[config.mk]
export PLATFORM = sky130hd
export DESIGN_NAME = priority_sorted_process_lists_unit
export DESIGN_NICKNAME = d
export VERILOG_FILES = /design/src/psl_pkg.sv /design/src/psl_cell.sv /design/src/psl_list.sv /design/src/priority_sorted_process_lists_unit.sv
export SDC_FILE = /design/constraint.sdc
export NUM_CORES = 1
export LEC_CHECK = 0
export BUFFER_PORTS_ARGS = -buffer_cell sky130_fd_sc_hd__buf_2
export CAP_MARGIN = 15
export CORE_ASPECT_RATIO = 1.75
export CORE_MARGIN = 5
export CORE_UTILIZATION = 30
export DETAILED_ROUTE_END_ITERATION = 16
export GPL_TIMING_DRIVEN = 0
export SLEW_MARGIN = 5
export SYNTH_ARGS = -nofsm -noshare
export SYNTH_HDL_FRONTEND = slang
export SYNTH_SLANG_ARGS = --single-unit
[constraint.sdc]
create_clock -name clk -period 6.5 [get_ports clk]
set_input_delay 0.65 -clock clk [delete_from_list [all_inputs] [get_ports clk]]
set_output_delay 0.65 -clock clk [all_outputs]
set_load 0.05 [all_outputs]
[src/psl_pkg.sv]
// Package for the priority-sorted process lists block.
// Field widths, result and action codes, and the command struct that
// drives the list cells. No dependencies.
`default_nettype none

package psl_pkg;

	// Fixed field widths of the stream items
	localparam int PID_FW     = 4;
	localparam int LIST_FW    = 2;
	localparam int PRIO_FW    = 3;
	localparam int OUTCOME_FW = 2;
	localparam int COUNT_FW   = 5;

	// Widest id and priority that the parameter ranges allow
	localparam int CMD_PID_W  = 8;
	localparam int CMD_PRIO_W = 6;

	// Default sizes
	localparam int MAX_PROCESSES_D   = 16;
	localparam int NUM_LISTS_D       = 3;
	localparam int PRIORITY_LEVELS_D = 6;

	// Action codes
	localparam logic ACT_INSERT = 1'b0;
	localparam logic ACT_REMOVE = 1'b1;

	// Result outcome codes
	typedef enum logic [OUTCOME_FW-1:0] {
		OUT_DONE      = 2'd0,
		OUT_NOT_FOUND = 2'd1,
		OUT_REJECTED  = 2'd2
	} outcome_t;

	// Command broadcast to every cell of one list
	typedef struct packed {
		logic                  ins;
		logic                  rem;
		logic [CMD_PID_W-1:0]  pid;
		logic [CMD_PRIO_W-1:0] prio;
	} cmd_t;

endpackage

`default_nettype wire

[src/psl_cell.sv]
// One slot of a sorted list: holds an id and its priority and trades
// them with its neighbors on insert (shift toward the tail) and remove.
// Depends on psl_pkg.
`default_nettype none

module psl_cell #(
	parameter int IdW   = 4,
	parameter int PrioW = 3
) (
	input  wire logic             clk,
	input  wire psl_pkg::cmd_t    cmd,
	input  wire logic             valid,
	input  wire logic             left_lt,
	input  wire logic             left_hit,
	input  wire logic [IdW-1:0]   left_id,
	input  wire logic [PrioW-1:0] left_prio,
	input  wire logic [IdW-1:0]   right_id,
	input  wire logic [PrioW-1:0] right_prio,
	output logic                  lt,
	output logic                  hit,
	output logic [IdW-1:0]        id_q,
	output logic [PrioW-1:0]      prio_q,
	output logic [IdW-1:0]        id_d
);

	logic [IdW-1:0]   cmd_id;
	logic [PrioW-1:0] cmd_prio;
	logic [PrioW-1:0] prio_d;

	assign cmd_id   = cmd.pid[IdW-1:0];
	assign cmd_prio = cmd.prio[PrioW-1:0];

	// Entry sorts ahead of the new one; match chain for remove
	assign lt  = valid && (prio_q < cmd_prio);
	assign hit = left_hit || (valid && (id_q == cmd_id));

	// First non-lower slot takes the new entry, later slots take the left one
	always_comb begin
		id_d   = id_q;
		prio_d = prio_q;
		if (cmd.ins) begin
			if (!lt) begin
				if (left_lt) begin
					id_d   = cmd_id;
					prio_d = cmd_prio;
				end else begin
					id_d   = left_id;
					prio_d = left_prio;
				end
			end
		end else if (cmd.rem && hit) begin
			id_d   = right_id;
			prio_d = right_prio;
		end
	end

	always_ff @(posedge clk) begin
		id_q   <= id_d;
		prio_q <= prio_d;
	end

endmodule

`default_nettype wire

[src/psl_list.sv]
// One sorted list: a chain of psl_cell slots plus the entry count.
// Reports next head, current and next count, whether a remove found its id, and full.
// Depends on psl_pkg and psl_cell.
`default_nettype none

module psl_list #(
	parameter int MaxProc = 16,
	parameter int IdW     = 4,
	parameter int PrioW   = 3,
	parameter int CntW    = 5
) (
	input  wire logic          clk,
	input  wire logic          arst_n,
	input  wire psl_pkg::cmd_t cmd,
	output logic [CntW-1:0]    count_q,
	output logic [CntW-1:0]    count_nxt,
	output logic [IdW-1:0]     head_nxt,
	output logic               found,
	output logic               full
);

	logic             lt    [MaxProc];
	logic             hit   [MaxProc];
	logic [IdW-1:0]   ids   [MaxProc];
	logic [PrioW-1:0] prios [MaxProc];
	logic [IdW-1:0]   ids_d [MaxProc];

	// Row of slots, each linked to both neighbors
	for (genvar i = 0; i < MaxProc; i++) begin : g_cell
		logic             l_lt;
		logic             l_hit;
		logic [IdW-1:0]   l_id;
		logic [PrioW-1:0] l_prio;
		logic [IdW-1:0]   r_id;
		logic [PrioW-1:0] r_prio;

		if (i == 0) begin : g_first
			assign l_lt   = 1'b1;
			assign l_hit  = 1'b0;
			assign l_id   = ids[i];
			assign l_prio = prios[i];
		end else begin : g_mid
			assign l_lt   = lt[i-1];
			assign l_hit  = hit[i-1];
			assign l_id   = ids[i-1];
			assign l_prio = prios[i-1];
		end

		if (i == MaxProc - 1) begin : g_last
			assign r_id   = ids[i];
			assign r_prio = prios[i];
		end else begin : g_inner
			assign r_id   = ids[i+1];
			assign r_prio = prios[i+1];
		end

		psl_cell #(
			.IdW   (IdW),
			.PrioW (PrioW)
		) u_cell (
			.clk        (clk),
			.cmd        (cmd),
			.valid      (count_q > CntW'(i)),
			.left_lt    (l_lt),
			.left_hit   (l_hit),
			.left_id    (l_id),
			.left_prio  (l_prio),
			.right_id   (r_id),
			.right_prio (r_prio),
			.lt         (lt[i]),
			.hit        (hit[i]),
			.id_q       (ids[i]),
			.prio_q     (prios[i]),
			.id_d       (ids_d[i])
		);
	end

	assign found = hit[MaxProc-1];
	assign full  = (count_q == CntW'(MaxProc));

	// Count after this cycle's operation
	always_comb begin
		count_nxt = count_q;
		if (cmd.ins) begin
			count_nxt = count_q + CntW'(1);
		end else if (cmd.rem && found) begin
			count_nxt = count_q - CntW'(1);
		end
	end

	assign head_nxt = (count_nxt != '0) ? ids_d[0] : '0;

	always_ff @(posedge clk or negedge arst_n) begin
		if (!arst_n) begin
			count_q <= '0;
		end else begin
			count_q <= count_nxt;
		end
	end

endmodule

`default_nettype wire

[src/priority_sorted_process_lists_unit.sv]
// Priority-sorted process lists: top level with the stream ports,
// process table and result register. Depends on psl_pkg and psl_list.
//
// Usage:
//  - Slave stream s_*: one command per transfer. s_tuser is the action
//    (insert or remove); s_tdata carries process id, target list and
//    priority. Target list and priority matter only for insert.
//  - Master stream m_*: one result per command, in command order: outcome,
//    affected list, head valid, head process id and the list's entry count
//    after the command.
//  - Timing: the result is registered and appears in the cycle after the command transfer.
//  - Throughput: one command per cycle while s_tready is high. Insert and remove
//    are each settled by the slot chain of the affected list; a remove ripples its
//    match through all MAX_PROCESSES slots of that list.
//  - Stall: s_tready is high while the result register is empty or is
//    being taken in the same cycle, so a stalled receiver holds at most one
//    result and then holds off the sender.
//  - Reset (arst_n low): all lists empty, no process listed, every recorded
//    status back to list 0. No clearing pass; commands are taken at once.
`default_nettype none

module priority_sorted_process_lists_unit #(
	parameter int MAX_PROCESSES   = psl_pkg::MAX_PROCESSES_D,
	parameter int NUM_LISTS       = psl_pkg::NUM_LISTS_D,
	parameter int PRIORITY_LEVELS = psl_pkg::PRIORITY_LEVELS_D
) (
	input  wire logic        clk,
	input  wire logic        arst_n,
	input  wire logic        s_tvalid,
	output logic             s_tready,
	input  wire logic [15:0] s_tdata,  // process_id[3:0], target_list[5:4], priority_req[8:6]
	input  wire logic        s_tuser,  // action[0]
	output logic             m_tvalid,
	input  wire logic        m_tready,
	output logic [15:0]      m_tdata   // outcome[1:0], affected_list[3:2], head_valid[4],
	                                   // head_process[8:5], list_count[13:9]
);

	localparam int IdW   = $clog2(MAX_PROCESSES);
	localparam int ListW = (NUM_LISTS > 1) ? $clog2(NUM_LISTS) : 1;
	localparam int PrioW = $clog2(PRIORITY_LEVELS);
	localparam int CntW  = $clog2(MAX_PROCESSES + 1);
	localparam int SumW  = $clog2(NUM_LISTS * MAX_PROCESSES + 1);

	logic                           s_acc;
	logic                           is_ins;
	logic [psl_pkg::PID_FW-1:0]     pid_in;
	logic [psl_pkg::LIST_FW-1:0]    tgt_in;
	logic [psl_pkg::PRIO_FW-1:0]    prio_in;
	logic [IdW-1:0]                 pid_s;
	logic [ListW-1:0]               tgt_s;
	logic [PrioW-1:0]               prio_s;
	logic [ListW-1:0]               stat_raw;
	logic [ListW-1:0]               rem_list;
	logic [ListW-1:0]               sel_list;
	logic                           listed;
	logic                           ins_ok;
	logic                           rem_go;
	logic                           rem_ok;
	psl_pkg::outcome_t              outcome;
	logic [psl_pkg::COUNT_FW-1:0]   res_count;
	logic [psl_pkg::PID_FW-1:0]     res_head;
	logic [SumW-1:0]                total;

	logic [MAX_PROCESSES-1:0]       listed_q;
	logic [ListW-1:0]               status_q [MAX_PROCESSES];
	logic                           m_tvalid_q;
	logic [15:0]                    m_tdata_q;

	psl_pkg::cmd_t                  cmd      [NUM_LISTS];
	logic [CntW-1:0]                cnt_q    [NUM_LISTS];
	logic [CntW-1:0]                cnt_nxt  [NUM_LISTS];
	logic [IdW-1:0]                 head_nxt [NUM_LISTS];
	logic                           found    [NUM_LISTS];
	logic                           full     [NUM_LISTS];

	assign s_tready = !m_tvalid_q || m_tready;
	assign s_acc    = s_tvalid && s_tready;
	assign m_tvalid = m_tvalid_q;
	assign m_tdata  = m_tdata_q;

	// Field unpacking and saturation
	assign is_ins  = (s_tuser == psl_pkg::ACT_INSERT);
	assign pid_in  = s_tdata[3:0];
	assign tgt_in  = s_tdata[5:4];
	assign prio_in = s_tdata[8:6];

	always_comb begin
		pid_s  = (int'(pid_in) >= MAX_PROCESSES) ? IdW'(MAX_PROCESSES - 1) : IdW'(pid_in);
		tgt_s  = (int'(tgt_in) >= NUM_LISTS) ? ListW'(NUM_LISTS - 1) : ListW'(tgt_in);
		prio_s = (int'(prio_in) >= PRIORITY_LEVELS) ? PrioW'(PRIORITY_LEVELS - 1)
		                                            : PrioW'(prio_in);
	end

	// Process table lookup and list selection
	assign stat_raw = status_q[pid_s];
	assign rem_list = (int'(stat_raw) >= NUM_LISTS) ? ListW'(NUM_LISTS - 1) : stat_raw;
	assign sel_list = is_ins ? tgt_s : rem_list;
	assign listed   = listed_q[pid_s];

	assign ins_ok = s_acc && is_ins && !listed && !full[sel_list];
	assign rem_go = s_acc && !is_ins && listed;
	assign rem_ok = rem_go && found[sel_list];

	// One slot chain per list
	for (genvar l = 0; l < NUM_LISTS; l++) begin : g_list
		assign cmd[l].ins  = ins_ok && (sel_list == ListW'(l));
		assign cmd[l].rem  = rem_go && (sel_list == ListW'(l));
		assign cmd[l].pid  = psl_pkg::CMD_PID_W'(pid_s);
		assign cmd[l].prio = psl_pkg::CMD_PRIO_W'(prio_s);

		psl_list #(
			.MaxProc (MAX_PROCESSES),
			.IdW     (IdW),
			.PrioW   (PrioW),
			.CntW    (CntW)
		) u_list (
			.clk       (clk),
			.arst_n    (arst_n),
			.cmd       (cmd[l]),
			.count_q   (cnt_q[l]),
			.count_nxt (cnt_nxt[l]),
			.head_nxt  (head_nxt[l]),
			.found     (found[l]),
			.full      (full[l])
		);
	end

	// Result fields
	always_comb begin
		if (is_ins) begin
			outcome = ins_ok ? psl_pkg::OUT_DONE : psl_pkg::OUT_REJECTED;
		end else begin
			outcome = rem_ok ? psl_pkg::OUT_DONE : psl_pkg::OUT_NOT_FOUND;
		end
	end

	assign res_count = psl_pkg::COUNT_FW'(cnt_nxt[sel_list]);
	assign res_head  = psl_pkg::PID_FW'(head_nxt[sel_list]);

	// Process table and result register
	always_ff @(posedge clk or negedge arst_n) begin
		if (!arst_n) begin
			listed_q   <= '0;
			status_q   <= '{default: '0};
			m_tvalid_q <= 1'b0;
		end else begin
			if (ins_ok) begin
				listed_q[pid_s] <= 1'b1;
				status_q[pid_s] <= tgt_s;
			end else if (rem_ok) begin
				listed_q[pid_s] <= 1'b0;
			end
			if (s_acc) begin
				m_tvalid_q <= 1'b1;
			end else if (m_tready) begin
				m_tvalid_q <= 1'b0;
			end
		end
	end

	always_ff @(posedge clk) begin
		if (s_acc) begin
			m_tdata_q <= {2'b00, res_count, res_head, (res_count != '0),
			              psl_pkg::LIST_FW'(sel_list), outcome};
		end
	end

	// Total entries across lists, for checking
	always_comb begin
		total = '0;
		for (int l = 0; l < NUM_LISTS; l++) begin
			total = total + SumW'(cnt_q[l]);
		end
	end

	// The number of listed processes equals the total entries across all lists
	a_count_matches_listed: assert property (@(posedge clk) disable iff (!arst_n)
		$countones(listed_q) == int'(total))
		else $error("list counts disagree with listed processes");

	// An accepted command always yields a result next cycle
	a_result_follows: assert property (@(posedge clk) disable iff (!arst_n)
		s_acc |=> m_tvalid_q)
		else $error("result missing after command transfer");

	// A completed insert leaves the process listed and its list non-empty
	a_insert_lists: assert property (@(posedge clk) disable iff (!arst_n)
		ins_ok |=> (listed_q[$past(pid_s)] && m_tdata_q[4]))
		else $error("insert did not list the process");

	// A completed remove clears the listed flag
	a_remove_unlists: assert property (@(posedge clk) disable iff (!arst_n)
		rem_ok |=> !listed_q[$past(pid_s)])
		else $error("remove left the process listed");

endmodule

`default_nettype wire
==> summary.txt, run 1 <==
Outcome
  • Status: finished, violations left
  • Violated checks: hold timing

Power and ir drop
  • Seq pwr share: 0.410
  • Gate power share: 0.297
  • Worst VDD drop: 167 uV
  • Sw Ratio: 0.364
  • Leak pwr: 11.3 nW
  • Power density cells: 268 nW/um2
  • Clock power share: 0.292
  • NetSw: 0.00289 W
  • Pint: 0.00506 W

Hold path
  • Min-Delay Path Class: in2async

Setup path
  • Crit path kind: reg2reg
  • CP Data Arrival Time: 5.38 ns
  • CP Max Fanout: 10
  • Worst Setup Start Kind: register
  • Worst Setup End Kind: register
  • Depth of the most critical reg-to-reg path: 13
  • Critical Path RT: around 6.8 ns

Routing
  • Met3 routed WL: 6400 um
  • DRT Wirelength: 104000 um
  • Total number of vias: about 23k
  • Met2 Routed Length: 52400 um
  • Mean routed wirelength per cell: 25.1 um
  • Initial drt markers: between 2k and 2.5k
  • 1st-pass router iterations: 5
  • Final ANT Viol Nets: 0
  • Highest routed layer: met4
  • WL met1: 33700 um
  • Residual DRC count: 0
  • Vias per cell: 5.62

Global routing
  • Initial antenna violation count: 0
  • Number of global-route vias before repair: 23.1k
  • Grt ovf: 0
  • First-pass GRT wire length: 149000 um
  • Gr usage total: 0.207
  • Largest net degree at the start of global routing: 47

Timing
  • Unrepaired setup endpoints after global routing: false
  • Min Tclk post-route: 5.09 ns
  • Slew HR: 0.172
  • Hold WS: -0.00588 ns
  • Final count of negative-setup-slack endpoints: 0
  • Final hold violation count: 6
  • Period Utilization, post-route: 0.784
  • Slew @ Worst Pin: roughly 1.2 ns
  • Worst Skew: about 0.039 ns
  • Pins Over Slew Limit: 0
  • Fmax: 0.196 GHz

Synthesis
  • Mapped Cells: 2867
  • Library cells used by synthesis: 87
  • Post-Synth Adder-Cell Area: 0.0529
  • Mapped Avg Cell Area: 9.32 um2
  • Largest family of logic cells by synthesized area: compound AO/OA/AOI/OAI gates
  • Synthesis-stage register bit count: 414
  • Cell Area, Synth: 26700 um2
  • Cell taking the most area after synthesis: edfxtp_1
  • Yosys warnings: 0
  • Primary FF master, synth: edfxtp_1
  • Main area contributors after synthesis: edfxtp_1, o21ai_0, dfrtp_1
  • Simple-gate share of the synthesized area: 0.148
  • XOR/XNOR share of the synthesized area: 0.0649
  • Compound-Gate Fraction of Synth Area: 0.170
  • Share of the synthesized area in the top cell type: 0.380
  • Ys async rst share: 0.155
  • Number of synthesized flops with an enable pin: around 340
  • Mux share of post-synthesis cell area: 0.0746
  • Post-synthesis sequential area ratio: 0.449

Placed design
  • Global placement routability congestion: 0.964
  • PortBufs: 25
  • Area after DPL: 28400 um2
  • Placed cell count: 4073
  • Hpwl dp: approximately 78000 um

Clock tree
  • Clock transition at path regs: roughly 0.07 ns
  • Max clock buf depth: 3
  • Postcts setup bufs: 0
  • Num CTS Buffers: 39
  • Post-cts resize count: 0
  • CTS HTree Levels: 2
  • Hold_buf cts: 0
  • CTS tree: built
  • Clk Latency, worst-skew pair: 0.60 ns
  • Clk Tree Root Cell: clkbuf_16
  • CTS sink count: 414

Die
  • Die area: approximately 95000 um2
  • Die Y-Extent: between 400 and 500 um
  • Initial Utilization: 0.301
  • CORE AREA: 88900 um2
  • Die width: 236 um
  • I/O Pins: 39
  • Rows: 145

Job
  • Total of max-cap violations: 0

Final layout
  • Layout cells sized above 1: 0.0666
  • Area Overhead vs Synth: 10.9%
  • Final cell count without fillers: between 4k and 5k
  • Final Cell Area: 29600 um2
  • Final nets: 3075
## registers in the layout, summed over array words and instances, names as in the netlist, named ones only
name,count
g_list.u_list.g_cell.u_cell.id_q,192
g_list.u_list.g_cell.u_cell.prio_q,144
status_q,32
g_list.u_list.count_q,15
m_tdata,14
m_tvalid,1
## cells by family after synthesis
kind of cell / after synthesis
multiplexers: 186
adder cells (fa/ha/maj): 113
AND/OR/NAND/NOR: 915
XOR/XNOR: 198
other: 1
AO/OA/AOI/OAI: 793
flip-flops: 414
buffers and inverters: 247
## through the flow
stage               setup TNS [ns]  worst slack, ns  total power (W)  utilization  hold slack [ns]
floorplan                        0             2.21          0.00484            -            0.354
global placement           -314.83            -1.33          0.00557        0.319            0.483
detailed placement               0             1.09          0.00561        0.320            0.488
CTS                              0             1.44          0.00790        0.333          0.00213
global route                     0             1.10          0.00825        0.333           0.0228
finish                           0             1.41          0.00795        0.333         -0.00588
## routing by layer
layer,vias up,global-route usage
met5,-,0
met4,0,0.187
met3,501,0.0284
met2,1209,0.381
met1,11186,0.199
li1,10415,-
## placed cells by master (no fill, tap or decap), drive strengths merged, types with 24 or more instances in the layout
cell    count
a21oi     282
buf        84
clkbuf    225
dfrtp      64
edfxtp    338
ha        113
inv        32
mux2       45
mux2i     135
nand2     362
nand3      24
nand4      37
nor2      359
o21a       53
o21ai     327
xnor2     154
xor2       44
## area by class of cell
class / count / area [um2]
inverter: 31 / 116
clock inverter: 11 / 78.8
tap: 1176 / 1470
buffer: 216 / 971
clock buffer: 61 / 1120
antenna: 1 / 2.50
sequential: 414 / 12000
fill: 9288 / 59300
multi-input combinational: 2207 / 13700
timing repair buffer: 32 / 235
## final timing paths
check	startpoint	end	slack, ns
setup / recovery	g_list[1].u_list.count_q[1]	m_tdata[7]	1.41
min in group clk	s_tvalid	m_tvalid	0.35
setup reg to reg	g_list[1].u_list.count_q[1]	m_tdata[7]	1.41
hold reg to reg	status_q[25]	status_q[25]	0.50
max in group asynchronous	arst_n	asynchronous set/reset pin	5.96
hold / removal	arst_n	status_q[7]	-0.006
## power groups by stage
stage,clock [W],combinational (W),sequential (W)
after floorplan,0,0.00155,0.00329
after global placement,0,0.00226,0.00331
after detailed placement,0,0.00229,0.00331
after CTS,0.00233,0.00231,0.00326
after global routing,0.00243,0.00254,0.00328
final,0.00232,0.00236,0.00326
## worst max-delay path, cell delays in order (launching register included)
cell and delay (ns):
dfrtp_1 0.40, clkbuf_1 0.23, inv_1 0.16, ha_1 0.17, nor4b_1 0.56, nor3_1 0.16, o2bb2ai_1 0.20, a211oi_1 0.79
nand4b_1 0.46, a22o_1 0.33, a31oi_1 0.32, nor4bb_1 0.64, or2_2 0.22, o221ai_1 0.14
## synth_stat cells, drive strengths merged (23+ instances only)
| master | number |
|---|---|
| xnor2 | 154 |
| ha | 113 |
| a21oi | 282 |
| nand3 | 24 |
| edfxtp | 338 |
| o21a | 53 |
| inv | 30 |
| mux2i | 135 |
| clkbuf | 163 |
| nor3 | 23 |
| nor2 | 359 |
| xor2 | 44 |
| nand2 | 362 |
| nand4 | 37 |
| o21ai | 327 |
| dfrtp | 64 |
| mux2 | 45 |
| buf | 53 |
(Power assumes the default switching activity.)
==> inputs of run 2 (changes only) <==
- clock period: 6.5 -> 5.2 ns (I/O delays scaled with it)
==> run 2 against run 1 <==
  * The flow now finishes without violations
  * Register-to-register slack worse by 1.1 ns
  * Worst setup slack got worse by 1.1 ns
  * Global-route usage unchanged
  * Critical path type unchanged
  * Clock-buffer cell count did not move
  * Sequential power up 25%
  * Highest routed layer unchanged
  * Flip-flop and latch count is the same
  * Total power increased by 25%
==> summary.txt, run 2 (synthesized netlist as in run 1, its figures left out) <==
Timing
  • Fmax: 0.204 GHz
  • Unrepaired setup endpoints after global routing: false
  • Slew HR: 0.164
  • Final hold violation count: 0
  • Pins Over Slew Limit: 0
  • Final count of negative-setup-slack endpoints: 0
  • Final setup TNS: 0 ns
  • Hold WS: 0.214 ns
  • Min setup slack post-route: 0.291 ns
  • Period Utilization, post-route: 0.944
  • Min Tclk post-route: 4.91 ns
  • Slew @ Worst Pin: 1.25 ns
  • Worst Skew: approximately 0.038 ns

Power and ir drop
  • Worst VDD drop: 210 uV
  • Leak pwr: ~11 nW
  • Total power: 0.00995 W
  • Power density cells: 335 nW/um2

Clock tree
  • Clk Tree Root Cell: clkbuf_16
  • CTS HTree Levels: 2
  • Clk Latency, worst-skew pair: 0.61 ns
  • CTS tree: built
  • Max clock buf depth: 3
  • Num CTS Buffers: 39
  • CTS sink count: 414
  • Clock transition at path regs: 0.08 ns

Die
  • Die area: 95400 um2
  • I/O Pins: 39
  • Die width: around 240 um
  • Rows: between 100 and 150
  • Initial Utilization: 0.301
  • CORE AREA: 88900 um2
  • Die Y-Extent: 405 um

Routing
  • Total number of vias: approximately 23k
  • Mean routed wirelength per cell: 25.1 um
  • Final ANT Viol Nets: 0
  • Vias per cell: around 5.6
  • 1st-pass router iterations: 8
  • DRT Wirelength: 104000 um
  • Residual DRC count: 0
  • Initial drt markers: 2090

Final layout
  • Biggest register: g_list.u_list.g_cell.u_cell.id_q
  • Most common cell after layout, fill and taps aside: nand2_1
  • Area Overhead vs Synth: 11.0%
  • Final nets: about 3.1k
  • # diodes: 0
  • Largest register FFs: 192
  • Layout cells sized above 1: 0.0669
  • Commonest cells after routing, fill and taps aside: nand2_1, nor2_1, edfxtp_1
  • Final Cell Area: 29700 um2
  • Largest registers: g_list.u_list.g_cell.u_cell.id_q (192), g_list.u_list.g_cell.u_cell.prio_q (144), status_q (32)

Outcome
  • Status: complete, no violations

Setup path
  • CP most frequent cell: clkbuf_1
  • Worst Setup Start Kind: register
  • Worst Setup End Kind: register
  • Slowest cell delay on critical path: 0.75 ns
  • Critical Path RT: around 5.4 ns
  • Slowest cell on the critical path: and2_1
  • CP delay by family, top: simple AND/OR/NAND/NOR gates
  • CP Max Fanout: 15
  • Reg2Reg Setup Slack: 0.29 ns
  • Crit path kind: reg2reg
  • Cells along the critical path: nand2b_1, and2_1, a41oi_2, or4_1, clkbuf_1, buf_2, clkbuf_1, clkbuf_1, a31oi_1
  • WP buf/inv: 4
  • CP Data Arrival Time: 5.11 ns

Global routing
  • Gr usage total: 0.207
  • First-pass GRT wire length: roughly 150000 um
  • Initial antenna violation count: 0
  • Largest net degree at the start of global routing: 47
  • Grt ovf: 0
  • Number of global-route vias before repair: roughly 23k

Placed design
  • Hpwl dp: 78500 um
  • Area after DPL: between 20000 and 30000 um2
  • PortBufs: 25
  • Post-Place Setup Slack: -0.0778 ns
  • Global placement routability congestion: 0.964

Job
  • Total of max-cap violations: 0

Hold path
  • Min-Delay Path Class: in2reg
[run 2: worst register-to-register path, cell delays in order, from the launching register on]
cell,delay [ns]
dfrtp_1,0.38
nand2b_1,0.25
and2_1,0.76
a41oi_2,0.50
or4_1,0.64
clkbuf_1,0.26
buf_2,0.29
clkbuf_1,0.36
clkbuf_1,0.37
a31oi_1,0.72
[run 2: stage by stage]
step | instances | util
floorplan | 2868 | -
global placement | 4069 | 0.319
detailed placement | 4073 | 0.320
CTS | 4146 | 0.333
global route | 4149 | 0.334
finish | 4149 | 0.334
[run 2: power by group]
part	total, W	switching [W]	internal (W)	leakage, nW
logic	0.00296	0.00200	0.000963	6.77
registers	0.00408	0.000217	0.00386	3.98
clock network	0.00291	0.00141	0.00150	0.586
[run 2: cell type report]
class                           count  area [um2]
Sequential cell                   414       12000
Clock buffer                       61        1120
Timing Repair Buffer               33         245
Inverter                           31         116
Buffer                            216         971
Clock inverter                     11        78.8
Multi-Input combinational cell   2207       13700
Fill cell                        9287       59200
Tap cell                         1176        1470
[run 2: repair_timing]
action | in CTS | in global routing
buffers inserted | 0 | 0
endpoints found under the setup margin | 0 | 4
hold buffers | 1 | 0
resized for setup | 0 | 1
endpoints found under the hold margin | 29 | 0
[run 2: metal layers]
metal  global-route usage  vias up  wire length [um]
li1                     -    10417                 -
met1                0.199    11216             33900
met2                0.381     1249             52600
met3               0.0284      509              6270
met4                0.187        0             11500
met5                    0        -                 0
[run 2: path summary, 6_finish.rpt]
path                            depth (start not counted)                                          to      from
worst min-delay path                                    2                                    m_tvalid  s_tvalid
max in group asynchronous                               3                                status_q[29]    arst_n
worst max-delay path                                    9  g_list[0].u_list.g_cell[15].u_cell.id_q[2]  m_tvalid
worst min register to register                          2                                    register  register
min in group asynchronous                               2                                status_q[11]    arst_n
worst max register to register                          9  g_list[0].u_list.g_cell[15].u_cell.id_q[2]  m_tvalid
